File: src/rtl/core/sbox_linear_correlation_assert.svh
// ---------------------------------------------------------------------------
// S-box linear correlation: assertion macros
// Wraps concurrent assertions so that synthesis sees nothing of them.
// ---------------------------------------------------------------------------
`ifndef SBOX_LINEAR_CORRELATION_ASSERT_SVH
`define SBOX_LINEAR_CORRELATION_ASSERT_SVH
`ifndef SYNTHESIS
`define SLC_ASSERT(label, clk, rst_n, prop) \
	label: assert property (@(posedge clk) disable iff (!rst_n) (prop)) \
		else $error("slc: assertion failed");
`define SLC_ASSERT_ALWAYS(label, clk, prop) \
	label: assert property (@(posedge clk) (prop)) \
		else $error("slc: assertion failed");
`else
`define SLC_ASSERT(label, clk, rst_n, prop)
`define SLC_ASSERT_ALWAYS(label, clk, prop)
`endif
`endif

File: src/rtl/core/slc_pkg.sv
// ---------------------------------------------------------------------------
// S-box linear correlation: shared package
// Sizes, codes, the cell link type and small helper functions.
// ---------------------------------------------------------------------------
`default_nettype none
package slc_pkg;

	localparam int MAX_IN_BITS  = 8;
	localparam int MAX_OUT_BITS = 8;

	localparam int X_W         = MAX_IN_BITS;
	localparam int S_W         = MAX_OUT_BITS;
	localparam int FIELD_W     = 8;
	localparam int STORE_DEPTH = 1 << MAX_IN_BITS;
	localparam int CHAIN_LEN   = (MAX_IN_BITS > MAX_OUT_BITS) ? MAX_IN_BITS : MAX_OUT_BITS;
	localparam int BITS_W      = $clog2(CHAIN_LEN + 1);
	localparam int ACC_W       = MAX_IN_BITS + 2;
	localparam int CORR_W      = 10;
	localparam int CORR_MAX    = 511;
	localparam int CORR_MIN    = -512;
	localparam int CFG_W       = 4;
	localparam int APB_AW      = 3;
	localparam int APB_DW      = 32;

	localparam logic [CFG_W-1:0] CFG_RESET = 4'd8;

	localparam logic [1:0] REQ_WRITE = 2'd0;
	localparam logic [1:0] REQ_READ  = 2'd1;
	localparam logic [1:0] REQ_QUERY = 2'd2;

	localparam logic [1:0] ERR_OK    = 2'd0;
	localparam logic [1:0] ERR_VALUE = 2'd1;
	localparam logic [1:0] ERR_RANGE = 2'd2;

	localparam logic REG_INPUT_BITS  = 1'b0;
	localparam logic REG_OUTPUT_BITS = 1'b1;

	typedef enum logic [2:0] {
		ST_IDLE,
		ST_CHECK,
		ST_RDWAIT,
		ST_SCAN,
		ST_DRAIN,
		ST_RESULT
	} state_t;

	// One step of the parity chain: all four words shift right by one bit per cell.
	typedef struct packed {
		logic           valid;
		logic           last;
		logic           par;
		logic [X_W-1:0] x;
		logic [X_W-1:0] a;
		logic [S_W-1:0] s;
		logic [S_W-1:0] b;
	} cell_bus_t;

	function automatic logic [BITS_W-1:0] clamp_bits(logic [CFG_W-1:0] v, int maxv);
		logic [BITS_W-1:0] r;
		r = BITS_W'(maxv);
		if (v == '0) begin
			r = BITS_W'(1);
		end else if (int'(v) <= maxv) begin
			r = BITS_W'(v);
		end
		return r;
	endfunction

	// True when v is below 2^nbits.
	function automatic logic fits_bits(logic [FIELD_W-1:0] v, logic [BITS_W-1:0] nbits);
		logic ok;
		ok = 1'b1;
		for (int i = 0; i < FIELD_W; i++) begin
			if (v[i] && (i >= int'(nbits))) begin
				ok = 1'b0;
			end
		end
		return ok;
	endfunction

	function automatic logic [X_W-1:0] low_mask(logic [BITS_W-1:0] nbits);
		logic [X_W-1:0] m;
		for (int i = 0; i < X_W; i++) begin
			m[i] = (i < int'(nbits));
		end
		return m;
	endfunction

endpackage
`default_nettype wire

File: src/rtl/core/sbox_linear_correlation.sv
// ---------------------------------------------------------------------------
// S-box linear correlation
// Stores an S-box table and answers linear approximation queries on it.
// ---------------------------------------------------------------------------
//
//   Channel    Handshake                    Payload
//   --------   --------------------------   --------------------------------
//   request    req_valid / req_stall        req_type, table_index,
//                                           entry_value, in_mask, out_mask
//   response   rsp_valid / rsp_stall        correlation, entry_out, error_code
//   config     APB psel/penable/pwrite      input_bits at 0x0, output_bits at 0x4
//
// One item is worked on at a time. A write passes through the check and result
// states, a read through check, read wait and result. A query scans 2^input_bits
// entries: the store's single read port delivers one entry per cycle into a
// chain of CHAIN_LEN parity cells, and the chain must drain before the sum is
// final. The response sits in an output register, so a new item is accepted
// while an earlier response is still stalled. Reset clears control state and
// sets both configuration registers to 8; the table itself is not cleared.
//
`default_nettype none
`include "sbox_linear_correlation_assert.svh"
module sbox_linear_correlation
	import slc_pkg::*;
(
	input  wire logic                      clk,
	input  wire logic                      arst_n,
	// request channel
	input  wire logic                      req_valid,
	output logic                           req_stall,
	input  wire logic [1:0]                req_type,
	input  wire logic [FIELD_W-1:0]        table_index,
	input  wire logic [FIELD_W-1:0]        entry_value,
	input  wire logic [FIELD_W-1:0]        in_mask,
	input  wire logic [FIELD_W-1:0]        out_mask,
	// response channel
	output logic                           rsp_valid,
	input  wire logic                      rsp_stall,
	output logic signed [CORR_W-1:0]       correlation,
	output logic [FIELD_W-1:0]             entry_out,
	output logic [1:0]                     error_code,
	// configuration port
	input  wire logic                      psel,
	input  wire logic                      penable,
	input  wire logic                      pwrite,
	input  wire logic [APB_AW-1:0]         paddr,
	input  wire logic [APB_DW-1:0]         pwdata,
	output logic      [APB_DW-1:0]         prdata,
	output logic                           pready
);

	localparam logic signed [ACC_W-1:0] ACC_INC = ACC_W'(1);
	localparam logic signed [ACC_W-1:0] ACC_DEC = ACC_W'(-1);

	// Configuration registers and their clamped values.
	logic [CFG_W-1:0]  cfg_in_bits_q;
	logic [CFG_W-1:0]  cfg_out_bits_q;
	logic [BITS_W-1:0] ib;
	logic [BITS_W-1:0] ob;
	logic [X_W-1:0]    lim_mask;

	// Sequencer state and the item being worked on.
	state_t             state_q;
	state_t             state_d;
	logic [1:0]         req_q;
	logic [FIELD_W-1:0] idx_q;
	logic [FIELD_W-1:0] val_q;
	logic [FIELD_W-1:0] imask_q;
	logic [FIELD_W-1:0] omask_q;
	logic [1:0]         chk_err;

	// Result being built, and the response register.
	logic signed [CORR_W-1:0] res_corr_q;
	logic [FIELD_W-1:0]       res_entry_q;
	logic [1:0]               res_err_q;
	logic                     rsp_valid_q;
	logic signed [CORR_W-1:0] rsp_corr_q;
	logic [FIELD_W-1:0]       rsp_entry_q;
	logic [1:0]               rsp_err_q;

	// Scan, store and chain.
	logic [X_W-1:0]       x_q;
	logic                 head_valid_s1;
	logic                 head_last_s1;
	logic [X_W-1:0]       head_x_s1;
	logic                 mem_we;
	logic                 mem_re;
	logic [X_W-1:0]       mem_raddr;
	logic [FIELD_W-1:0]   mem_rdata;
	logic                 scan_issue;
	logic                 rsp_load;
	logic                 req_accept;
	logic                 cfg_write;
	cell_bus_t            chain [0:CHAIN_LEN];
	cell_bus_t            tail;
	logic signed [ACC_W-1:0]  acc_q;
	logic                     acc_done_q;
	logic signed [CORR_W-1:0] corr_sat;

	// -----------------------------------------------------------------------
	// Configuration port. Only address bit 2 selects a register.
	// -----------------------------------------------------------------------
	assign pready    = 1'b1;
	assign cfg_write = psel & penable & pwrite & pready;

	always_ff @(posedge clk or negedge arst_n) begin
		if (!arst_n) begin
			cfg_in_bits_q  <= CFG_RESET;
			cfg_out_bits_q <= CFG_RESET;
		end else if (cfg_write) begin
			if (paddr[2] == REG_OUTPUT_BITS) begin
				cfg_out_bits_q <= pwdata[CFG_W-1:0];
			end else begin
				cfg_in_bits_q <= pwdata[CFG_W-1:0];
			end
		end
	end

	assign prdata = (paddr[2] == REG_INPUT_BITS) ? APB_DW'(cfg_in_bits_q)
		: APB_DW'(cfg_out_bits_q);

	assign ib       = clamp_bits(cfg_in_bits_q, MAX_IN_BITS);
	assign ob       = clamp_bits(cfg_out_bits_q, MAX_OUT_BITS);
	assign lim_mask = low_mask(ib);

	// -----------------------------------------------------------------------
	// Request checks, done on the latched item. The index check comes before
	// the value check on a write.
	// -----------------------------------------------------------------------
	always_comb begin
		case (req_q)
			REQ_WRITE: begin
				if (!fits_bits(idx_q, ib)) begin
					chk_err = ERR_RANGE;
				end else if (!fits_bits(val_q, ob)) begin
					chk_err = ERR_VALUE;
				end else begin
					chk_err = ERR_OK;
				end
			end
			REQ_READ: begin
				chk_err = fits_bits(idx_q, ib) ? ERR_OK : ERR_RANGE;
			end
			REQ_QUERY: begin
				chk_err = (fits_bits(imask_q, ib) && fits_bits(omask_q, ob)) ? ERR_OK
					: ERR_RANGE;
			end
			default: begin
				chk_err = ERR_RANGE;
			end
		endcase
	end

	// -----------------------------------------------------------------------
	// Sequencer: next state.
	// -----------------------------------------------------------------------
	assign req_accept = req_valid & ~req_stall;

	always_comb begin
		state_d = state_q;
		case (state_q)
			ST_IDLE: begin
				if (req_accept) begin
					state_d = ST_CHECK;
				end
			end
			ST_CHECK: begin
				if (chk_err != ERR_OK) begin
					state_d = ST_RESULT;
				end else begin
					case (req_q)
						REQ_READ:  state_d = ST_RDWAIT;
						REQ_QUERY: state_d = ST_SCAN;
						default:   state_d = ST_RESULT;
					endcase
				end
			end
			ST_RDWAIT: begin
				state_d = ST_RESULT;
			end
			ST_SCAN: begin
				if (x_q == lim_mask) begin
					state_d = ST_DRAIN;
				end
			end
			ST_DRAIN: begin
				if (acc_done_q) begin
					state_d = ST_RESULT;
				end
			end
			ST_RESULT: begin
				if (rsp_load) begin
					state_d = ST_IDLE;
				end
			end
			default: begin
				state_d = ST_IDLE;
			end
		endcase
	end

	// -----------------------------------------------------------------------
	// Sequencer: outputs.
	// -----------------------------------------------------------------------
	always_comb begin
		req_stall  = 1'b1;
		mem_we     = 1'b0;
		mem_re     = 1'b0;
		mem_raddr  = x_q;
		scan_issue = 1'b0;
		rsp_load   = 1'b0;
		case (state_q)
			ST_IDLE: begin
				req_stall = 1'b0;
			end
			ST_CHECK: begin
				mem_raddr = X_W'(idx_q);
				mem_we    = (req_q == REQ_WRITE) && (chk_err == ERR_OK);
				mem_re    = (req_q == REQ_READ) && (chk_err == ERR_OK);
			end
			ST_SCAN: begin
				mem_re     = 1'b1;
				scan_issue = 1'b1;
			end
			ST_RESULT: begin
				rsp_load = ~rsp_valid_q | ~rsp_stall;
			end
			default: begin
				req_stall = 1'b1;
			end
		endcase
	end

	always_ff @(posedge clk or negedge arst_n) begin
		if (!arst_n) begin
			state_q <= ST_IDLE;
		end else begin
			state_q <= state_d;
		end
	end

	// The latched item needs no reset: it is read only after an acceptance.
	always_ff @(posedge clk) begin
		if (req_accept) begin
			req_q   <= req_type;
			idx_q   <= table_index;
			val_q   <= entry_value;
			imask_q <= in_mask;
			omask_q <= out_mask;
		end
	end

	// -----------------------------------------------------------------------
	// Table store.
	// -----------------------------------------------------------------------
	slc_store u_store (
		.clk     (clk),
		.we      (mem_we),
		.waddr   (X_W'(idx_q)),
		.wdata   (val_q),
		.re      (mem_re),
		.raddr   (mem_raddr),
		.rd_data (mem_rdata)
	);

	// -----------------------------------------------------------------------
	// Scan counter and the head of the chain, aligned with the store's read
	// latency.
	// -----------------------------------------------------------------------
	always_ff @(posedge clk) begin
		if (state_q == ST_CHECK) begin
			x_q <= '0;
		end else if (scan_issue) begin
			x_q <= x_q + X_W'(1);
		end
		head_x_s1 <= x_q;
	end

	always_ff @(posedge clk or negedge arst_n) begin
		if (!arst_n) begin
			head_valid_s1 <= 1'b0;
			head_last_s1  <= 1'b0;
		end else begin
			head_valid_s1 <= scan_issue;
			head_last_s1  <= scan_issue && (x_q == lim_mask);
		end
	end

	assign chain[0] = '{valid: head_valid_s1, last: head_last_s1, par: 1'b0,
		x: head_x_s1, a: X_W'(imask_q), s: S_W'(mem_rdata), b: S_W'(omask_q)};

	// Each cell folds one bit position of both masked words into the parity.
	for (genvar k = 0; k < CHAIN_LEN; k++) begin : g_cell
		slc_cell u_cell (
			.clk      (clk),
			.arst_n   (arst_n),
			.prev_bus (chain[k]),
			.next_bus (chain[k+1])
		);
	end

	assign tail = chain[CHAIN_LEN];

	// -----------------------------------------------------------------------
	// Correlation accumulator: +1 where the two parities agree, -1 otherwise.
	// -----------------------------------------------------------------------
	always_ff @(posedge clk or negedge arst_n) begin
		if (!arst_n) begin
			acc_q      <= '0;
			acc_done_q <= 1'b0;
		end else if (state_q == ST_CHECK) begin
			acc_q      <= '0;
			acc_done_q <= 1'b0;
		end else if (tail.valid) begin
			acc_q      <= acc_q + (tail.par ? ACC_DEC : ACC_INC);
			acc_done_q <= acc_done_q | tail.last;
		end
	end

	always_comb begin
		if (int'(acc_q) > CORR_MAX) begin
			corr_sat = CORR_W'(CORR_MAX);
		end else if (int'(acc_q) < CORR_MIN) begin
			corr_sat = CORR_W'(CORR_MIN);
		end else begin
			corr_sat = CORR_W'(acc_q);
		end
	end

	// -----------------------------------------------------------------------
	// Result assembly.
	// -----------------------------------------------------------------------
	always_ff @(posedge clk) begin
		case (state_q)
			ST_CHECK: begin
				res_corr_q  <= '0;
				res_entry_q <= '0;
				res_err_q   <= chk_err;
			end
			ST_RDWAIT: begin
				res_entry_q <= mem_rdata;
			end
			ST_DRAIN: begin
				if (acc_done_q) begin
					res_corr_q <= corr_sat;
				end
			end
			default: begin
				res_err_q <= res_err_q;
			end
		endcase
	end

	// Response register: a loaded response waits here until it is taken.
	always_ff @(posedge clk or negedge arst_n) begin
		if (!arst_n) begin
			rsp_valid_q <= 1'b0;
		end else if (rsp_load) begin
			rsp_valid_q <= 1'b1;
		end else if (!rsp_stall) begin
			rsp_valid_q <= 1'b0;
		end
	end

	always_ff @(posedge clk) begin
		if (rsp_load) begin
			rsp_corr_q  <= res_corr_q;
			rsp_entry_q <= res_entry_q;
			rsp_err_q   <= res_err_q;
		end
	end

	assign rsp_valid   = rsp_valid_q;
	assign correlation = rsp_corr_q;
	assign entry_out   = rsp_entry_q;
	assign error_code  = rsp_err_q;

	// -----------------------------------------------------------------------
	// Assertions.
	// -----------------------------------------------------------------------
	`SLC_ASSERT(a_accept_to_check, clk, arst_n, req_accept |=> (state_q == ST_CHECK))
	`SLC_ASSERT(a_rsp_from_result, clk, arst_n, $rose(rsp_valid) |-> ($past(state_q) == ST_RESULT))
	`SLC_ASSERT(a_head_in_scan, clk, arst_n, head_valid_s1 |-> (state_q == ST_SCAN || state_q == ST_DRAIN))
	`SLC_ASSERT(a_error_zero_corr, clk, arst_n, (state_q == ST_RESULT && res_err_q != ERR_OK) |-> (res_corr_q == '0))
	`SLC_ASSERT_ALWAYS(a_reset_no_rsp, clk, !arst_n |=> !rsp_valid)

endmodule
`default_nettype wire

File: src/rtl/core/slc_cell.sv
// ---------------------------------------------------------------------------
// S-box linear correlation: parity cell
// Folds the low bit of both masked words into the running parity and
// hands the shifted words to the next cell.
// ---------------------------------------------------------------------------
`default_nettype none
module slc_cell
	import slc_pkg::*;
(
	input  wire logic  clk,
	input  wire logic  arst_n,
	input  cell_bus_t  prev_bus,
	output cell_bus_t  next_bus
);

	logic           valid_q;
	logic           last_q;
	logic           par_q;
	logic [X_W-1:0] x_q;
	logic [X_W-1:0] a_q;
	logic [S_W-1:0] s_q;
	logic [S_W-1:0] b_q;

	always_ff @(posedge clk or negedge arst_n) begin
		if (!arst_n) begin
			valid_q <= 1'b0;
			last_q  <= 1'b0;
		end else begin
			valid_q <= prev_bus.valid;
			last_q  <= prev_bus.valid & prev_bus.last;
		end
	end

	always_ff @(posedge clk) begin
		par_q <= prev_bus.par ^ (prev_bus.x[0] & prev_bus.a[0]) ^ (prev_bus.s[0] & prev_bus.b[0]);
		x_q   <= prev_bus.x >> 1;
		a_q   <= prev_bus.a >> 1;
		s_q   <= prev_bus.s >> 1;
		b_q   <= prev_bus.b >> 1;
	end

	assign next_bus = '{valid: valid_q, last: last_q, par: par_q,
		x: x_q, a: a_q, s: s_q, b: b_q};

endmodule
`default_nettype wire

File: src/rtl/core/slc_store.sv
// ---------------------------------------------------------------------------
// S-box linear correlation: table store
// One write port and one registered read port over the S-box entries.
// ---------------------------------------------------------------------------
`default_nettype none
module slc_store
	import slc_pkg::*;
(
	input  wire logic               clk,
	input  wire logic               we,
	input  wire logic [X_W-1:0]     waddr,
	input  wire logic [FIELD_W-1:0] wdata,
	input  wire logic               re,
	input  wire logic [X_W-1:0]     raddr,
	output logic      [FIELD_W-1:0] rd_data
);

	logic [FIELD_W-1:0] mem [STORE_DEPTH];
	logic [FIELD_W-1:0] rd_data_q;

	always_ff @(posedge clk) begin
		if (we) begin
			mem[waddr] <= wdata;
		end
	end

	always_ff @(posedge clk) begin
		if (re) begin
			rd_data_q <= mem[raddr];
		end
	end

	assign rd_data = rd_data_q;

endmodule
`default_nettype wire

File: config.mk
export PLATFORM = sky130hd
export DESIGN_NAME = sbox_linear_correlation
export DESIGN_NICKNAME = d
export VERILOG_FILES = /design/src/rtl/core/slc_pkg.sv /design/src/rtl/core/sbox_linear_correlation.sv /design/src/rtl/core/slc_cell.sv /design/src/rtl/core/slc_store.sv
export VERILOG_INCLUDE_DIRS = /design/src /design/src/rtl/core
export SDC_FILE = /design/constraint.sdc
export NUM_CORES = 2
export LEC_CHECK = 0
export BUFFER_PORTS_ARGS = -buffer_cell sky130_fd_sc_hd__buf_2
export CORE_ASPECT_RATIO = 1.1
export CORE_MARGIN = 8
export CORE_UTILIZATION = 55
export DETAILED_ROUTE_END_ITERATION = 16
export PLACE_DENSITY_LB_ADDON = 0.08
export REMOVE_ABC_BUFFERS = 1
export SLEW_MARGIN = 20
export SYNTH_ARGS = -nofsm -noshare
export SYNTH_HDL_FRONTEND = slang
export SYNTH_SLANG_ARGS = --single-unit
File: constraint.sdc
create_clock -name clk -period 5.3 [get_ports clk]
set_clock_uncertainty 0.15 [all_clocks]
set_input_delay 1.06 -clock clk [delete_from_list [all_inputs] [get_ports clk]]
set_output_delay 1.06 -clock clk [all_outputs]
set_load 0.01 [all_outputs]
==> out/qor.yml <==
status:
  status: "completed"
synth:
  avgSynthCellArea_um2: 17.0
  ys_types: 89
  netlist_instances: 5240
  synth_ff_type: "edfxtp_1"
  synth_edf_count: 2130
  synth_seq_cells: 2307
  synthArstFlopShare_pct: 1.78
  yosys_warnings: 0
  netlist_area_um2: 89200
  yosysSeqAreaShare_pct: 75.9
place:
  routabilityCongestion: 0.892
  dpl_cell_area_um2: 93700
  dp.cells: 7494
  dpl_worst_slack_ns: 0.496
  port_buffers: 71
  hpwlAfterDp_um: 155000
clocking:
  cts_buffers: 219
  clk_pin_slew_worst_paths_ns: 0.06
  cts_root_buf: "clkbuf_16"
  clkSinkCount: 2307
  cts_tree: "done"
  clkLatencyLatePin_ns: 0.87
  cts_buffer_depth: 3
  cts.htree.levels: 4
sta:
  worst_slew_pin_slew_ns: 1.20
  setup_viol: 0
  grt_setup_unrepaired: "false"
  slew_viol_final: 0
  finalHoldViolCount: 0
  tns_ns: 0
  worst_slack_ns: 0.386
  fin_crit_sh_pct: 92.7
  relSlewSlack_pct: 19.9
  max_freq_mhz: 204
  whs_ns: 0.172
  period_minus_slack_ns: 4.91
critical_path:
  critPathCaptureType: "register"
  max_stage_delay_ns: 0.72
  cp_slowest_cell: "nor4bb_1"
  critPathArrivalTime_ns: 5.31
  timing.rr.start: "idx_q[2]$_DFFE_PP_"
  reg2reg_to: "u_store.rd_data[7]$_DFFE_PP_"
  crit_required_ns: 5.70
  ff2ff_path_depth: 9
  worst-setup-path-type: "register to register"
  critPathLaunchType: "register"
  cp_cell_sequence: "nor4bb_1, a21o_4, buf_12, buf_4, mux4_2, a221oi_1, o21ai_0, nor3_1, nand4_1"
  r2r_slack_ns: 0.39
  cp_max_fo: 29
grt:
  grt_pass1_wl_um: 354000
  grt_pass1_vias: 48800
  antenna_found_initial: 5
  grt_usage_pct: 28.1
  grt_start_max_net_pins: 194
  gr-total-overflow: 0
pwr:
  power.density_nw_per_um2: 350
  max-vdd-ir-drop_mv: 0.296
  p_leak_nw: 33.8
  power_mw: 35.3
die:
  core_area_um2: 162000
  start_util_pct: 55.1
  rows: 155
  pin_count: 131
  die_x_um: 400
  dieArea_um2: 175000
  die_h_um: 438
finish:
  final_cell_area_um2: 101000
  nNetsFinal: 5690
  final_core_util_pct: 62.4
  final_common_cell: "edfxtp_1"
  nFillCells: 11800
  area_growth_pct: 13.2
  drive_above_1_share_pct: 19.2
  stdcell_count: 7912
  final_cell_mix: "2130 x edfxtp_1, 686 x nand2_1, 343 x nor2_1"
route:
  postRouteAntennaNets: 0
  totalWireLength_um: 248000
  vias: 50200
  wl_per_cell_um: 31.4
  avgViaCountPerCell: 6.35
  drt_first_pass_iters: 6
  drt_iter0_markers: 6207
  route.detailed.drc: 0
flow_run:
  cap_violations: 0
worst_hold_path:
  hold_end: "g_cell[0].u_cell.x_q[4]$_DFF_P_"
  hold_class: "register to register"
  worstHoldPathCells: 0
  min-delay-start: "head_x_s1[5]$_DFF_P_"
how the worst max path moves through the flow:
stage                            startpoint                            end  cells after the start
6_report                 idx_q[2]$_DFFE_PP_   u_store.rd_data[7]$_DFFE_PP_                      9
5_1_grt        cfg_in_bits_q[1]$_DFFE_PN0P_  u_store.mem[110][4]$_DFFE_PP_                      9
4_1_cts                  idx_q[2]$_DFFE_PP_   u_store.rd_data[7]$_DFFE_PP_                     10
3_5_place_dp             idx_q[2]$_DFFE_PP_   u_store.rd_data[7]$_DFFE_PP_                     10
3_3_place_gp         state_q[2]$_DFFE_PN0P_   u_store.rd_data[7]$_DFFE_PP_                      9
2_1_floorplan        state_q[1]$_DFFE_PN0P_   u_store.rd_data[2]$_DFFE_PP_                      9
final cells by class:
cell class	count	area (um2)	area share (%)
clock buffers	268	5860	5.80
flip-flops and latches	2307	67700	67.1
well taps	2119	2650	2.63
inverters	34	128	0.126
clock inverters	146	1310	1.30
diodes	1	2.50	0.00248
multi-input cells	2601	19800	19.6
repair buffers	436	3560	3.52
cell families (layout without fill, tap and decap cells):
family	after synthesis	count (layout)	share of synthesized area [%]
DFF	2307	2307	75.9
and+or+nand+nor	1511	1511	7.40
muxes	527	527	9.83
AOI/OAI and AO/OA	493	493	4.16
buffers and inverters	359	884	2.21
xor gates and xnor gates	26	26	0.255
adders and majority gates	15	15	0.219
other	2	30	0.00842
state kept, by name, summed over array words and instances, names as in the netlist, 8 cells and up:
register and flops:
res_entry_q 8, g_cell.u_cell.b_q 28, res_corr_q 10, acc_q 10
g_cell.u_cell.valid_q 8, head_x_s1 8, g_cell.u_cell.x_q 28, g_cell.u_cell.s_q 28
x_q 8, u_store.mem 2048, g_cell.u_cell.par_q 8, correlation 10
imask_q 8, omask_q 8, u_store.rd_data 8, val_q 8
g_cell.u_cell.a_q 28, g_cell.u_cell.last_q 8, entry_out 8, idx_q 8
synth_stat cells (37+ instances only):
cell | number | area (um2)
mux2i_1 | 217 | 2170
buf_2 | 107 | 536
edfxtp_1 | 2130 | 64000
o2111ai_1 | 43 | 377
nand3_1 | 258 | 1290
a22oi_1 | 51 | 383
nand2_1 | 687 | 2580
a21oi_1 | 53 | 265
buf_6 | 37 | 417
a31oi_1 | 44 | 275
dfxtp_1 | 136 | 2720
dfrtp_1 | 39 | 976
o21ai_0 | 50 | 250
mux4_2 | 274 | 6170
nand4_1 | 62 | 388
clkbuf_1 | 107 | 402
buf_4 | 47 | 353
nor2_1 | 348 | 1310
power by group:
part           switching [mW]  internal, mW
clock network            6.74          8.83
logic                  0.0678        0.0616
registers              0.0380          19.6
total                    6.85          28.5
routing by layer:
metal | GRT usage, % | routed length (um) | vias to the layer above
met5 | 0 | 8 | -
met4 | 13.2 | 13600 | 2
met3 | 5.45 | 21300 | 551
met2 | 44.8 | 119000 | 2505
met1 | 37.7 | 94200 | 25900
li1 | - | - | 21200
what timing repair did:
item	in CTS	in global routing
hold buffers	0	1
hold endpoints to repair	0	8
gates resized for setup	0	0
endpoints found under the setup margin	0	0
setup buffers	0	0
critical path: cells and delay by family, from the launching register on:
family,cells,cell delay (ns)
AND/OR/NAND/NOR,3,1.58
buffers and inverters,2,0.60
flip-flops,1,0.57
multiplexers,1,0.37
AO/OA/AOI/OAI,3,1.29
No activity file was read; power rests on OpenSTA's default activity.
